`src/sv/ppmdec_pkg.sv`:
```
// Shared types and constants for the PPM frame decoder.
// No dependencies; used by every module of the decoder.
package ppmdec_pkg;

	localparam int WIDTH_W        = 16;  // channel width in ticks
	localparam int TIME_W         = 32;  // capture counter
	localparam int NUM_OUT_FIELDS = 8;   // channel fields in one result beat
	localparam int CHAN_IDX_W     = 4;   // holds any channel index up to 16 channels

	localparam logic [TIME_W-1:0]  TIME_ZERO       = '0;
	localparam logic [WIDTH_W-1:0] MIN_WIDTH_RESET = 16'd990;
	localparam logic [WIDTH_W-1:0] MAX_WIDTH_RESET = 16'd2010;

	// configuration register indexes
	localparam logic CFG_MIN_WIDTH = 1'b0;
	localparam logic CFG_MAX_WIDTH = 1'b1;

	// one stored channel, passed from the classifier to the frame builder
	typedef struct packed {
		logic                  last;  // completes the frame
		logic [CHAN_IDX_W-1:0] idx;
		logic [WIDTH_W-1:0]    width;
	} entry_t;

endpackage

```
`src/sv/ppm_frame_decoder.sv`:
```
// Top level of the PPM frame decoder: classifier, entry queue and frame builder.
// Depends on ppmdec_pkg, ppmdec_front, ppmdec_fifo and ppmdec_back.
//
//  channel  dir  handshake            payload
//  s_       in   s_tvalid/s_tready    s_tdata: capture_time[31:0]
//  m_       out  m_tvalid/m_tready    m_tdata: chan0_width..chan7_width, 16 bit each
//  cfg_     in   cfg_valid/cfg_ready  cfg_index (0 min_width, 1 max_width), cfg_data
//
// One capture beat per cycle while s_tready is high; subtract and compare take the accept cycle.
// A frame beat is registered at the edge that pops its closing channel from the
// queue; that channel is pushed into the queue when its capture beat is accepted.
// A stalled output only holds back the closing channel; the two-entry queue
// takes one more channel behind it, after which s_tready drops.
// Reset is asynchronous: sync is lost, the previous capture is taken as zero.
module ppm_frame_decoder #(
	parameter int NUM_CHANNELS = 8
) (
	input  logic         clk,
	input  logic         arst_n,
	input  logic         s_tvalid,
	output logic         s_tready,
	input  logic [31:0]  s_tdata,    // capture_time
	output logic         m_tvalid,
	input  logic         m_tready,
	output logic [127:0] m_tdata,    // chan0_width, chan1_width, .. chan7_width
	input  logic         cfg_valid,
	output logic         cfg_ready,
	input  logic         cfg_index,
	input  logic [15:0]  cfg_data
);

	logic               push, fifo_full, pop, avail;
	ppmdec_pkg::entry_t push_entry, head;

	ppmdec_front #(.NUM_CHANNELS(NUM_CHANNELS)) u_front (
		.clk        (clk),
		.arst_n     (arst_n),
		.s_tvalid   (s_tvalid),
		.s_tready   (s_tready),
		.s_tdata    (s_tdata),
		.cfg_valid  (cfg_valid),
		.cfg_ready  (cfg_ready),
		.cfg_index  (cfg_index),
		.cfg_data   (cfg_data),
		.push       (push),
		.push_entry (push_entry),
		.fifo_full  (fifo_full)
	);

	ppmdec_fifo #(.DEPTH(2)) u_fifo (
		.clk        (clk),
		.arst_n     (arst_n),
		.push       (push),
		.push_entry (push_entry),
		.full       (fifo_full),
		.pop        (pop),
		.avail      (avail),
		.head       (head)
	);

	ppmdec_back #(.NUM_CHANNELS(NUM_CHANNELS)) u_back (
		.clk      (clk),
		.arst_n   (arst_n),
		.avail    (avail),
		.head     (head),
		.pop      (pop),
		.m_tvalid (m_tvalid),
		.m_tready (m_tready),
		.m_tdata  (m_tdata)
	);

endmodule

```
`src/sv/ppmdec_front.sv`:
```
// Edge classifier: forms intervals between captures, tracks sync and channel count.
// Depends on ppmdec_pkg; feeds ppmdec_fifo.
module ppmdec_front #(
	parameter int NUM_CHANNELS = 8
) (
	input  logic                                  clk,
	input  logic                                  arst_n,
	input  logic                                  s_tvalid,
	output logic                                  s_tready,
	input  logic [ppmdec_pkg::TIME_W-1:0]         s_tdata,
	input  logic                                  cfg_valid,
	output logic                                  cfg_ready,
	input  logic                                  cfg_index,
	input  logic [ppmdec_pkg::WIDTH_W-1:0]        cfg_data,
	output logic                                  push,
	output ppmdec_pkg::entry_t                    push_entry,
	input  logic                                  fifo_full
);

	localparam int IDX_W = (NUM_CHANNELS > 1) ? $clog2(NUM_CHANNELS) : 1;
	localparam logic [IDX_W-1:0] LAST_IDX = IDX_W'(NUM_CHANNELS - 1);

	logic [ppmdec_pkg::WIDTH_W-1:0] min_width_q, max_width_q;
	logic [ppmdec_pkg::TIME_W-1:0]  prev_time_q;
	logic                           sync_q;
	logic [IDX_W-1:0]               chan_q;

	logic                           fire;
	logic [ppmdec_pkg::TIME_W-1:0]  interval;
	logic                           ge_max, gt_max, lt_min, last;

	assign cfg_ready = 1'b1;
	assign s_tready  = !fifo_full;
	assign fire      = s_tvalid && s_tready;

	// wrapping difference handles counter rollover
	assign interval = s_tdata - prev_time_q;
	assign ge_max   = interval >= {16'd0, max_width_q};
	assign gt_max   = interval >  {16'd0, max_width_q};
	assign lt_min   = interval <  {16'd0, min_width_q};
	assign last     = chan_q == LAST_IDX;

	assign push = fire && sync_q && !gt_max && !lt_min;
	assign push_entry.last  = last;
	assign push_entry.idx   = ppmdec_pkg::CHAN_IDX_W'(chan_q);
	assign push_entry.width = interval[ppmdec_pkg::WIDTH_W-1:0];

	always_ff @(posedge clk or negedge arst_n) begin
		if (!arst_n) begin
			min_width_q <= ppmdec_pkg::MIN_WIDTH_RESET;
			max_width_q <= ppmdec_pkg::MAX_WIDTH_RESET;
		end else if (cfg_valid && cfg_ready) begin
			unique case (cfg_index)
				ppmdec_pkg::CFG_MIN_WIDTH: min_width_q <= cfg_data;
				ppmdec_pkg::CFG_MAX_WIDTH: max_width_q <= cfg_data;
				default: ;
			endcase
		end
	end

	always_ff @(posedge clk or negedge arst_n) begin
		if (!arst_n) begin
			prev_time_q <= ppmdec_pkg::TIME_ZERO;
			sync_q      <= 1'b0;
			chan_q      <= '0;
		end else if (fire) begin
			prev_time_q <= s_tdata;
			if (!sync_q) begin
				if (ge_max) begin
					sync_q <= 1'b1;
					chan_q <= '0;
				end
			end else if (gt_max) begin
				chan_q <= '0;
			end else if (lt_min) begin
				sync_q <= 1'b0;
			end else begin
				chan_q <= last ? '0 : chan_q + 1'b1;
			end
		end
	end

	// a channel is only ever queued while synced
	a_push_synced: assert property (@(posedge clk) disable iff (!arst_n)
		push |-> sync_q)
		else $error("channel queued while not synced");

	// first channel after a sync gap always lands in slot zero
	a_sync_starts_at_zero: assert property (@(posedge clk) disable iff (!arst_n)
		$rose(sync_q) |-> chan_q == '0)
		else $error("frame did not start at channel zero");

endmodule

```
`src/sv/ppmdec_fifo.sv`:
```
// Short queue of channel entries between the classifier and the frame builder.
// Depends on ppmdec_pkg for the entry type.
module ppmdec_fifo #(
	parameter int DEPTH = 2
) (
	input  logic               clk,
	input  logic               arst_n,
	input  logic               push,
	input  ppmdec_pkg::entry_t push_entry,
	output logic               full,
	input  logic               pop,
	output logic               avail,
	output ppmdec_pkg::entry_t head
);

	localparam int AW = (DEPTH > 1) ? $clog2(DEPTH) : 1;
	localparam int CW = $clog2(DEPTH + 1);
	localparam logic [AW-1:0] LAST_SLOT = AW'(DEPTH - 1);

	ppmdec_pkg::entry_t mem_q [DEPTH];
	logic [AW-1:0] wr_ptr_q, rd_ptr_q;
	logic [CW-1:0] count_q;
	logic          do_push, do_pop;

	assign full    = count_q == CW'(DEPTH);
	assign avail   = count_q != '0;
	assign head    = mem_q[rd_ptr_q];
	assign do_push = push && !full;
	assign do_pop  = pop && avail;

	always_ff @(posedge clk) begin
		if (do_push) begin
			mem_q[wr_ptr_q] <= push_entry;
		end
	end

	always_ff @(posedge clk or negedge arst_n) begin
		if (!arst_n) begin
			wr_ptr_q <= '0;
			rd_ptr_q <= '0;
			count_q  <= '0;
		end else begin
			if (do_push) begin
				wr_ptr_q <= (wr_ptr_q == LAST_SLOT) ? '0 : wr_ptr_q + 1'b1;
			end
			if (do_pop) begin
				rd_ptr_q <= (rd_ptr_q == LAST_SLOT) ? '0 : rd_ptr_q + 1'b1;
			end
			case ({do_push, do_pop})
				2'b10:   count_q <= count_q + 1'b1;
				2'b01:   count_q <= count_q - 1'b1;
				default: ;
			endcase
		end
	end

	a_no_push_when_full: assert property (@(posedge clk) disable iff (!arst_n)
		!(push && full))
		else $error("push into full queue, entry lost");

endmodule

```
`src/sv/ppmdec_back.sv`:
```
// Frame builder: writes queued channels into the channel store and emits full frames.
// Depends on ppmdec_pkg; drains ppmdec_fifo.
module ppmdec_back #(
	parameter int NUM_CHANNELS = 8
) (
	input  logic                  clk,
	input  logic                  arst_n,
	input  logic                  avail,
	input  ppmdec_pkg::entry_t    head,
	output logic                  pop,
	output logic                  m_tvalid,
	input  logic                  m_tready,
	output logic [ppmdec_pkg::NUM_OUT_FIELDS*ppmdec_pkg::WIDTH_W-1:0] m_tdata
);

	localparam int IDX_W = (NUM_CHANNELS > 1) ? $clog2(NUM_CHANNELS) : 1;

	logic [ppmdec_pkg::WIDTH_W-1:0] store_q [NUM_CHANNELS];
	logic [ppmdec_pkg::NUM_OUT_FIELDS-1:0][ppmdec_pkg::WIDTH_W-1:0] frame, out_q;
	logic valid_q;

	// only the closing channel has to wait for the output register
	assign pop      = avail && !(head.last && valid_q && !m_tready);
	assign m_tvalid = valid_q;
	assign m_tdata  = out_q;

	// closing channel bypasses the store so the frame goes out in one step
	for (genvar j = 0; j < ppmdec_pkg::NUM_OUT_FIELDS; j++) begin : g_field
		if (j < NUM_CHANNELS) begin : g_live
			assign frame[j] = (head.idx == ppmdec_pkg::CHAN_IDX_W'(j)) ?
				head.width : store_q[j];
		end else begin : g_pad
			assign frame[j] = '0;
		end
	end

	always_ff @(posedge clk) begin
		if (pop) begin
			store_q[head.idx[IDX_W-1:0]] <= head.width;
		end
		if (pop && head.last) begin
			out_q <= frame;
		end
	end

	always_ff @(posedge clk or negedge arst_n) begin
		if (!arst_n) begin
			valid_q <= 1'b0;
		end else if (pop && head.last) begin
			valid_q <= 1'b1;
		end else if (m_tready) begin
			valid_q <= 1'b0;
		end
	end

	a_no_frame_overwrite: assert property (@(posedge clk) disable iff (!arst_n)
		(pop && head.last) |-> !(valid_q && !m_tready))
		else $error("pending frame overwritten");

	a_frame_follows_last: assert property (@(posedge clk) disable iff (!arst_n)
		(pop && head.last) |=> valid_q)
		else $error("closing channel did not raise a frame");

endmodule

```
`config.mk`:
```
export PLATFORM = sky130hd
export DESIGN_NAME = ppm_frame_decoder
export DESIGN_NICKNAME = d
export VERILOG_FILES = /design/src/sv/ppmdec_pkg.sv /design/src/sv/ppm_frame_decoder.sv /design/src/sv/ppmdec_front.sv /design/src/sv/ppmdec_fifo.sv /design/src/sv/ppmdec_back.sv
export SDC_FILE = /design/constraint.sdc
export NUM_CORES = 1
export LEC_CHECK = 0
export ABC_AREA = 1
export BUFFER_PORTS_ARGS = -buffer_cell sky130_fd_sc_hd__buf_2
export CAP_MARGIN = 20
export CORE_MARGIN = 2
export CORE_UTILIZATION = 55
export CTS_BUF_LIST = sky130_fd_sc_hd__clkbuf_4
export CTS_CLUSTER_DIAMETER = 50
export DETAILED_ROUTE_END_ITERATION = 8
export GPL_TIMING_DRIVEN = 0
export PLACE_DENSITY_LB_ADDON = 0.1
export SKIP_LAST_GASP = 1
export SLEW_MARGIN = 15
export SYNTH_ARGS = -nofsm -noshare
export SYNTH_HDL_FRONTEND = slang
export SYNTH_SLANG_ARGS = --single-unit
export TNS_END_PERCENT = 100
```
`constraint.sdc`:
```
create_clock -name clk -period 4.1 [get_ports clk]
set_input_delay 0.615 -clock clk [delete_from_list [all_inputs] [get_ports clk]]
set_output_delay 0.615 -clock clk [all_outputs]
set_load 0.01 [all_outputs]
```
# Word level (Yosys, flattened, before mapping)
# Memories as Yosys holds them, arrays and structs flattened. A register that Yosys moved wholly into a read port is not among the register bits.
# Index checks and enable logic that the tools add are counted.
dict set report word_totals {
  elab_cells 66
  mem_count 2
  out_inout_bits 131
  ramBits 168
  register_bits 73
  input_bits 54
}
# memory depth width read_ports rd_clocked_by_memory_dff write_ports line
set mem_list {}
lappend mem_list {u_back.store_q 8 16 8 8 1 ppmdec_back.sv:18} ;# logic [ppmdec_pkg::WIDTH_W-1:0] store_q [NUM_CHANNELS];
lappend mem_list {u_fifo.mem_q 2 20 1 0 1 ppmdec_fifo.sv:20} ;# ppmdec_pkg::entry_t mem_q [DEPTH];
dict set report op_classes {
  n_addsub 6
  n_bitwise 1
  reduce_logical 22
  magnitude_cmp 3
  n_eq_ne 5
  mux 18
}
# cell n
set op_table {}
lappend op_table {{greater-or-equal comparator 32 x 16 -> 1 bit} 1}
lappend op_table {{> comparator 32 x 16 -> 1 bit} 1}
lappend op_table {{less-than comparator 32 x 16 -> 1 bit} 1}
lappend op_table {{subtractor 32 bit} 1}
lappend op_table {{2-to-1 mux 3 bit} 5}
lappend op_table {{2-to-1 mux 1 bit} 12}
lappend op_table {{logical AND 1 bit} 10}
lappend op_table {{nonzero test 2 bit} 4}
lappend op_table {{logical NOT 1 bit} 5}
lappend op_table {{== test 2 bit, second input constant} 2}
lappend op_table {{case mux 2 bit (2 select lines)} 1}
lappend op_table {{AND reduction 2 bit} 2}
lappend op_table {{adder 3 x 1 -> 3 bit, second input constant} 1}
lappend op_table {{== test 3 bit, second input constant} 1}
lappend op_table {{!= test 3 bit, second input constant} 1}
lappend op_table {{AND reduction 3 bit} 1}
lappend op_table {{adder 1 bit, second input constant} 2}
lappend op_table {{adder 2 x 1 -> 2 bit, second input constant} 1}
lappend op_table {{== test 2 x 1 -> 1 bit, second input constant} 1}
lappend op_table {{subtractor 2 x 1 -> 2 bit, second input constant} 1}
lappend op_table {{NOT 1 bit} 1}

# Longest topological paths before layout
# Gate-level depths: netlist of the first run.
dict set report depth {
  ltp_word 9
  depth_mapped 24
}

# Modules after synthesis
# A second synthesis of the first run with hierarchy kept.
dict set report unflattened {
  hier_cells 1836
  hier_area_um2 17675.7
}
# mod cells_per_inst seq_area_each_um2 area_per_inst_um2 instances
set modules_own_cells {}
lappend modules_own_cells {ppmdec_back 735 7712.4 9734.3 1}
lappend modules_own_cells {ppmdec_front 960 1721.7 6197.2 1}
lappend modules_own_cells {ppmdec_fifo 141 1361.3 1744.2 1}

# Worst setup path before layout of the first run
# OpenSTA, ideal clock, no wires.
dict set report synth_timing {
  path_type {input to register}
  startpoint {input port s_tdata[0]}
  endpoint {memory u_fifo.mem_q[1][0] (netlist name) (enable)}
  setup_slack_ns -0.030
  n_path_buf 0
  arrival_ns 3.733
  setup_ns 0.397
  cell_stages 20
  cell_sequence {inv_1 > ha_1 > inv_1 > fa_1 > nand2_1 > inv_1 > nand2_1 > nand2_1 > nand3_1 > nand3_1 > xor2_1 > ha_1 > nand2_1 > nor2_1 > a21oi_1 > o21ai_0 > nand2_1 > and3_1 > nand3_2 > nor2_1}
}
# element line
set synth_lines {}
lappend synth_lines {{start, declared} ppm_frame_decoder.sv:22} ;# input logic [31:0] s_tdata,
lappend synth_lines {{end, declared} ppmdec_fifo.sv:20}

==> PnR_summary.wiki, run 1 <==
{| class="wikitable"
! Metric !! Value
|-
| Result of the run || finished clean
|-
| DIE AREA || 32,500 sq um
|-
| Worst setup slack after placement || -974 ps
|-
| Cell count after placement || 2,050
|-
| # setup viols final || 0
|-
| Post-DP Area || 18,600 sq um
|-
| Die Height || 180 um
|-
| Largest delay share family, worst path || simple AND/OR/NAND/NOR gates
|-
| Kind of critical path || register to register
|-
| Largest net degree at the start of global routing || 73
|-
| Top Ports || 185
|-
| Critical path startpoint category || register
|-
| Remaining design rule violation count || 0
|-
| Number of DRC markers in iteration 0 || 679
|-
| Skew final || 69.0 ps
|-
| Count of standard-cell rows || 64
|-
| Max H-tree Level || 3
|-
| Final count of hold timing violations || 0
|-
| Instance count of the mapped netlist || 1,469
|-
| Unrepaired setup endpoints after global routing || true
|-
| Mapped cell area || 17,100 sq um
|-
| Synth Net Count || 1,589
|-
| Max-slew headroom || 56.1%
|-
| Synthesis-to-layout area growth || 17.2%
|-
| Max FO, Critical Path || 4
|-
| Net switching power of the design || 5.58 mW
|-
| Reg clk slew, reported paths || 70 ps
|-
| # Max-Cap Violations || 0
|-
| GR Util All Layers || 22.1%
|-
| Post-Synthesis Mean Instance Area || 11.6 sq um
|-
| Comb pwr share || 39.9%
|-
| Top_reg_cell synth || sky130_fd_sc_hd__edfxtp_1
|-
| Routed length per placed instance || 16.0 um
|-
| Routed Antenna Nets || 0
|-
| Required time of the critical path || 4690 ps
|-
| Half-perimeter wire length after detailed placement || 24,400 um
|-
| Number of nets in the layout || 1,877
|-
| Standby leakage power || 8.81 nW
|-
| Setup crit end kind || register
|-
| P per Cell Area || 740 nW/um^2
|-
| Clk_lat worst skew || 740 ps
|-
| Layout cells sized above 1 || 28.8%
|-
| Post-layout min period || 3910 ps
|-
| Switching portion of total power || 37.6%
|-
| Starting Density || 55.9%
|-
| Asr flop ratio synth || 19.8%
|-
| Cell seen most often among critical-path stages || sky130_fd_sc_hd__nand2_1
|-
| Critical-path cell list || inv_1 > ha_1 > nand2_2 > nor2_2 > nand2_1 > inv_1 > nand2_1 > nand2_1 > xor2_4 > ha_1 > nand2_1 > or3_1 > o21ai_2 > nand2_1 > and3_1 > nand3_4 > ha_1 > a21oi_1 > o21ai_0 > xnor2_1
|-
| Synthesis warning total || 0
|-
| Vias in the first global route || 11.1k
|-
| Buffer depth of the longest clock path || 3
|-
| Horizontal die dimension || 180 um
|-
| Post-synthesis sequential area ratio || 62.8%
|-
| Cell type of the slowest stage on the worst timing path || sky130_fd_sc_hd__ha_1
|-
| Core region area || 30,600 sq um
|-
| Overall overflow remaining after global route || 0
|-
| Total number of clock tree sinks || 369
|-
| DR vias || 11.2k
|-
| Final instance area || 20,000 sq um
|-
| Final WL || 35,600 um
|-
| Actual slew at the worst max-slew pin || 659 ps
|-
| Post-layout instance count excluding filler cells || 2,223
|-
| Critical path data arrival time || 4500 ps
|-
| Achievable clock frequency || 255 MHz
|-
| Number of buffer cells added on primary ports || 183
|-
| Netlist cell types || 45
|-
| Hold crit path type || primary input to register
|-
| Most used cells in the layout excluding fill and tap cells || sky130_fd_sc_hd__nand2_1, sky130_fd_sc_hd__edfxtp_1, sky130_fd_sc_hd__inv_1
|-
| Root Buffer || sky130_fd_sc_hd__clkbuf_4
|-
| Initial antenna violation count || 1
|-
| Total power of the final layout || 14.8 mW
|-
| #FFs+latches synth || 369
|-
| Wire length of the first global-routing pass || 57,200 um
|-
| Maximum ir drop on the vdd rail || 0.343 mV
|-
| Fill cell total of the finished layout || 2,426
|-
| Maximum cell stage delay along the critical path || 470 ps
|-
| Most frequent standard cell in the layout excluding fill and tap cells || sky130_fd_sc_hd__nand2_1
|-
| GPL Wtd Cong || 0.926
|-
| Worst path setup slack after routing || 186 ps
|-
| Detailed Routing Iterations Pass 1 || 5
|-
| Part of the cycle the worst path needs || 95.5%
|-
| Final number of max-transition violations || 0
|-
| Number of CTS-inserted buffers || 91
|-
| Per-cell via count in the routed design || 5.03
|-
| Share of total power in sequential cells || 39.4%
|-
| Internal || 9.25 mW
|-
| Post-synth EDFFs || 296
|-
| Worst hold margin || 109 ps
|-
| Clock power share || 20.7%
|-
| Number of buffer and inverter stages on the critical path || 2
|-
| CTS tree || done
|}
-- power by group through the flow --
stage | Clock, mW | Sequential, mW | Combinational (mW)
2_1_floorplan | 0 | 6.23 | 3.50
3_3_place_gp | 0 | 5.90 | 5.42
3_5_place_dp | 0 | 5.93 | 5.70
4_1_cts | 3.15 | 5.85 | 5.82
5_1_grt | 3.35 | 5.94 | 6.61
6_report | 3.07 | 5.84 | 5.92
-- cells in the mapped netlist (all sizes together), types with 3 or more instances --
master | n | area, sq um
a21oi | 36 | 180
and2 | 3 | 18.8
buf | 15 | 115
clkbuf | 10 | 37.5
dfrtp | 57 | 1430
dfstp | 16 | 420
edfxtp | 296 | 8890
ha | 65 | 813
inv | 229 | 860
mux2 | 144 | 1620
nand2 | 370 | 1410
nand3 | 33 | 180
nand4 | 11 | 75.1
nor2 | 71 | 359
o21ai | 77 | 385
xnor2 | 3 | 26.3
xor2 | 14 | 123
-- layer usage --
layer  routed length [um]  vias up  track usage (%)
li1                     -     5565                -
met1                15900     5286             29.3
met2                17200      277             36.8
met3                 1860       55             4.67
met4                  704        0             7.10
met5                    0        -                0
-- kinds of logic (layout without fill, tap and decap cells) --
group,count (synthesis),in the layout,share of synthesized area [%]
other,1,2,0.0219
XOR/XNOR,17,17,0.871
AND/OR/NAND/NOR,496,497,12.3
adder cells (fa/ha/maj),66,66,4.88
flip-flops,369,369,62.8
multiplexers,146,146,9.60
buffers and inverters,256,612,5.97
AO/OA/AOI/OAI,118,118,3.57
-- metrics by stage --
step / TNS, ps / util [%]
2_1_floorplan: 0 / -
3_3_place_gp: -175600 / 60.5
3_5_place_dp: -38420 / 60.7
4_1_cts: 0 / 65.0
5_1_grt: -30.4 / 65.5
6_report: 0 / 65.5
-- worst min-delay path, cell delays in order --
cell and delay (ps):
sky130_fd_sc_hd__buf_2 100, sky130_fd_sc_hd__inv_1 50, sky130_fd_sc_hd__o21ai_0 80
-- path summary, 6_finish.rpt --
check	startpoint	end	slack (ps)	depth (start not counted)
min	cfg_data[7]	u_front.max_width_q[7]	110	3
max reg2reg	u_front.prev_time_q[10]	u_fifo.count_q[1]	190	20
min in group asynchronous	arst_n	u_front.prev_time_q[24]	370	2
max in group asynchronous	arst_n	u_front.min_width_q[2]	3110	3
max	u_front.prev_time_q[10]	u_fifo.count_q[1]	190	20
min reg2reg	u_fifo.wr_ptr_q	u_fifo.wr_ptr_q	480	2
-- cell type report --
| class | count | area [sq um] | area share, % |
|---|---|---|---|
| Clock buffer | 137 | 1030 | 5.13 |
| Clock inverter | 25 | 166 | 0.831 |
| Buffer | 25 | 153 | 0.762 |
| Timing Repair inverter | 1 | 7.51 | 0.0375 |
| Multi-Input combinational cell | 845 | 5540 | 27.6 |
| Antenna cell | 1 | 2.50 | 0.0125 |
| Inverter | 231 | 876 | 4.37 |
| Tap cell | 396 | 495 | 2.47 |
| Timing Repair Buffer | 193 | 1040 | 5.17 |
| Sequential cell | 369 | 10700 | 53.6 |
-- registers in the layout (all words and copies together) (netlist names) --
register / flops
m_tdata: 128
u_front.sync_q: 1
u_fifo.count_q: 2
u_front.chan_q: 3
u_front.max_width_q: 16
u_fifo.rd_ptr_q: 1
u_back.store_q: 128
u_front.prev_time_q: 32
u_fifo.wr_ptr_q: 1
u_back.m_tvalid: 1
u_fifo.mem_q: 40
u_front.min_width_q: 16
-- repair_timing --
action	in CTS	in global routing
resized for setup	16	18
buffers inserted	3	4
pin swaps	0	2
hold endpoints to repair	24	0
gates cloned	2	0
endpoints found under the setup margin	42	41
hold buffers	1	0
Note: power is estimated with default switching activity, not from simulation.
==> run 2, diff against run 1 <==
--- a/config.mk
+++ b/config.mk
@@ -5,13 +5,13 @@
 export SDC_FILE = /design/constraint.sdc
 export NUM_CORES = 1
 export LEC_CHECK = 0
-export ABC_AREA = 1
 export BUFFER_PORTS_ARGS = -buffer_cell sky130_fd_sc_hd__buf_2
 export CAP_MARGIN = 20
 export CORE_MARGIN = 2
 export CORE_UTILIZATION = 55
 export CTS_BUF_LIST = sky130_fd_sc_hd__clkbuf_4
 export CTS_CLUSTER_DIAMETER = 50
+export CTS_CLUSTER_SIZE = 24
 export DETAILED_ROUTE_END_ITERATION = 8
 export GPL_TIMING_DRIVEN = 0
 export PLACE_DENSITY_LB_ADDON = 0.1
==> PnR_summary.wiki, run 2 <==
{| class="wikitable"
! Metric !! Value
|-
| Layout cells sized above 1 || 24.4%
|-
| Switching portion of total power || 37.6%
|-
| CTS tree || done
|-
| #FFs+latches synth || 369
|-
| Synthesis warning total || 0
|-
| GPL Wtd Cong || 0.903
|-
| Skew final || 47.2 ps
|-
| Number of CTS-inserted buffers || 34
|-
| Result of the run || finished, violations left
|-
| # setup viols final || 47
|-
| Final count of hold timing violations || 0
|-
| Top_reg_cell synth || sky130_fd_sc_hd__edfxtp_1
|-
| Largest net degree at the start of global routing || 60
|-
| Max FO, Critical Path || 5
|-
| Destination of the worst register-to-register timing path || u_fifo.mem_q[1][4]
|-
| Count of standard-cell rows || 62
|-
| Max H-tree Level || 2
|-
| Number of buffer cells added on primary ports || 183
|-
| Area taken by multi-input logic gates || 5080 sq um
|-
| Wire length of the first global-routing pass || 54,200 um
|-
| Half-perimeter wire length after detailed placement || 25,500 um
|-
| Per-cell via count in the routed design || 5.45
|-
| Overall overflow remaining after global route || 0
|-
| Remaining design rule violation count || 0
|-
| Part of the cycle the worst path needs || 122%
|-
| Clk_lat worst skew || 690 ps
|-
| DR vias || 10.6k
|-
| DIE AREA || 30,600 sq um
|-
| Initial antenna violation count || 2
|-
| Area taken by flip-flops and latches || 10,700 sq um
|-
| Die Height || 175 um
|-
| Total power of the final layout || 12.0 mW
|-
| Mapped cell area || 16,100 sq um
|-
| Reg clk slew, reported paths || 170 ps
|-
| Critical path data arrival time || 5390 ps
|-
| Final WL || 35,300 um
|-
| Synthesis-to-layout area growth || 16.7%
|-
| Critical path startpoint category || register
|-
| Post-synthesis sequential area ratio || 66.7%
|-
| Share of total power in sequential cells || 42.6%
|-
| Library cell with the largest summed area after synthesis || sky130_fd_sc_hd__edfxtp_1
|-
| Actual slew at the worst max-slew pin || 1130 ps
|-
| Routed length per placed instance || 18.1 um
|-
| Post-synth EDFFs || 296
|-
| Starting Density || 55.9%
|-
| Summed negative setup slack over all endpoints || -38,690 ps
|-
| Maximum ir drop on the vdd rail || 0.505 mV
|-
| Internal || 7.46 mW
|-
| Detailed Routing Iterations Pass 1 || 6
|-
| Top Ports || 185
|-
| Netlist cell types || 74
|-
| Number of nets in the layout || 1,658
|-
| Unrepaired setup endpoints after global routing || true
|-
| Routed Antenna Nets || 0
|-
| Core region area || 28,800 sq um
|-
| Fraction of synthesized cell area taken by the top area cell type || 55.3%
|-
| Root Buffer || sky130_fd_sc_hd__clkbuf_4
|-
| Required time of the critical path || 4480 ps
|-
| P per Cell Area || 637 nW/um^2
|-
| Instance count of the mapped netlist || 1,278
|-
| # Max-Cap Violations || 0
|-
| Horizontal die dimension || 175 um
|-
| Most frequent standard cell in the layout excluding fill and tap cells || sky130_fd_sc_hd__edfxtp_1
|-
| Final number of max-transition violations || 0
|-
| GR Util All Layers || 22.7%
|-
| Standby leakage power || 7.64 nW
|-
| Post-Synthesis Mean Instance Area || 12.6 sq um
|-
| Hold crit path type || primary input to register
|-
| Max-slew headroom || 22.3%
|-
| Fill cell total of the finished layout || 2,282
|-
| Total number of clock tree sinks || 369
|-
| Asr flop ratio synth || 19.8%
|-
| Vias in the first global route || 10.0k
|-
| Flop2flop setup slack || -910 ps
|-
| Clock power share || 16.6%
|-
| Worst Reg-to-Reg Cells || 20
|-
| Number of DRC markers in iteration 0 || 752
|-
| Library cell with the highest instance count after synthesis || sky130_fd_sc_hd__edfxtp_1
|-
| Worst Hold Depth || 3
|-
| Buffer depth of the longest clock path || 3
|-
| Achievable clock frequency || 200 MHz
|-
| Post-layout min period || 5010 ps
|-
| Worst r2r src || u_front.prev_time_q[0]
|-
| Failing checks || negative setup slack
|-
| Most used cells in the layout excluding fill and tap cells || sky130_fd_sc_hd__edfxtp_1, sky130_fd_sc_hd__buf_2, sky130_fd_sc_hd__nand2_1
|-
| Hold worst-path end || u_front.prev_time_q[30]
|-
| Hold Startpoint || s_tdata[30]
|-
| Net switching power of the design || 4.49 mW
|-
| Core Util, Final || 65.2%
|-
| Ranking of synthesized cells by area || sky130_fd_sc_hd__edfxtp_1, sky130_fd_sc_hd__dfrtp_1, sky130_fd_sc_hd__o21ai_0
|-
| Comb pwr share || 40.8%
|-
| Most frequent cells after synthesis || sky130_fd_sc_hd__edfxtp_1, sky130_fd_sc_hd__nand2_1, sky130_fd_sc_hd__o21ai_0
|-
| Kind of critical path || register to register
|-
| Synth Net Count || 1,398
|-
| Setup crit end kind || register
|-
| Worst path setup slack after routing || -909 ps
|}
## run 2: cell count changes after synthesis, sizes merged, moves of 23 or more
cell    before  now
a21oi       36   71
clkbuf      10   41
inv        229  100
mux2       144   20
nand2      370  177
nand3       33   10
o21ai       77  172
## run 2: through the flow
| stage | instance area [sq um] | instances | worst slack (ps) | hold WS, ps |
|---|---|---|---|---|
| floorplan | 16200 | 1278 | -644 | 319 |
| global placement | 17600 | 1845 | -1670 | 482 |
| detailed placement | 17700 | 1852 | -1640 | 493 |
| CTS | 18600 | 1935 | -926 | 111 |
| global route | 18800 | 1948 | -1150 | 127 |
| finish | 18800 | 1948 | -909 | 166 |
## run 2: cell type report
class / instances / area share [%]
Antenna cell: 1 / 0.0133
Buffer: 51 / 1.23
Clock buffer: 37 / 1.48
Clock inverter: 24 / 1.52
Inverter: 100 / 2.08
Multi-Input combinational cell: 764 / 27.0
Sequential cell: 369 / 57.2
Tap cell: 384 / 2.56
Timing Repair Buffer: 218 / 6.90
## run 2: cells by family (layout without fill, tap and decap cells)
group                    after synthesis  in the layout  synth area share, %
AO/OA/AOI/OAI                        319            319                 11.7
adder cells (fa/ha/maj)               66             66                 5.18
buffers and inverters                151            430                 3.76
flip-flops                           369            369                 66.7
XOR/XNOR                              26             26                 1.46
other                                  1              2               0.0233
AND/OR/NAND/NOR                      304            310                 8.35
multiplexers                          42             42                 2.77
## run 2: layer usage
metal  GRT usage [%]  wire length (um)  up-vias
met5               0                 0        -
met4            7.15               910        0
met3            3.29              1830       50
met2            38.6             17300      311
met1            30.5             15200     5106
li1                -                 -     5148
## run 2: what timing repair did
item                                    in CTS  in global routing
hold buffers                                 1                  0
endpoints found under the setup margin      47                 47
hold endpoints to repair                    14                  0
gates resized for setup                     26                 23
pin swaps                                   16                 19
setup buffers                               16                 12
cloned                                       5                  1
## run 2: worst max-delay path by stage
stage | from | endpoint | depth (start not counted)
2_1_floorplan | s_tdata[0] | u_fifo.count_q[1] | 23
3_3_place_gp | s_tdata[0] | u_fifo.mem_q[0][2] | 20
3_5_place_dp | s_tdata[0] | u_fifo.mem_q[0][8] | 20
4_1_cts | u_front.prev_time_q[0] | u_fifo.count_q[1] | 22
5_1_grt | u_front.prev_time_q[1] | u_fifo.count_q[1] | 24
6_report | u_front.prev_time_q[0] | u_fifo.mem_q[1][4] | 20
## run 2: power groups by stage
stage                     combinational (mW)  clock [mW]  sequential (mW)
after floorplan                         3.03           0             5.18
after global placement                  4.11           0             5.23
after detailed placement                4.40           0             5.18
after CTS                               4.69        2.03             5.09
after global routing                    5.43        2.16             5.13
final                                   4.88        1.99             5.09
## run 2: worst max-delay path, cell delays in order (launching register included)
cell                        delay [ps]
sky130_fd_sc_hd__dfrtp_1           430
sky130_fd_sc_hd__ha_4              160
sky130_fd_sc_hd__inv_2              40
sky130_fd_sc_hd__fa_2              330
sky130_fd_sc_hd__a21o_1            200
sky130_fd_sc_hd__a221oi_4          370
sky130_fd_sc_hd__buf_6             170
sky130_fd_sc_hd__o31ai_4            60
sky130_fd_sc_hd__xor2_2            210
sky130_fd_sc_hd__ha_1              300
sky130_fd_sc_hd__nand4_1           130
sky130_fd_sc_hd__or4_4             540
sky130_fd_sc_hd__o31a_1            170
sky130_fd_sc_hd__nor4_2            230
sky130_fd_sc_hd__nand4_1           170
sky130_fd_sc_hd__a2111oi_4         300
sky130_fd_sc_hd__and4_4            280
sky130_fd_sc_hd__and3_4            230
sky130_fd_sc_hd__buf_4             120
sky130_fd_sc_hd__buf_4             110
sky130_fd_sc_hd__and2_4            190
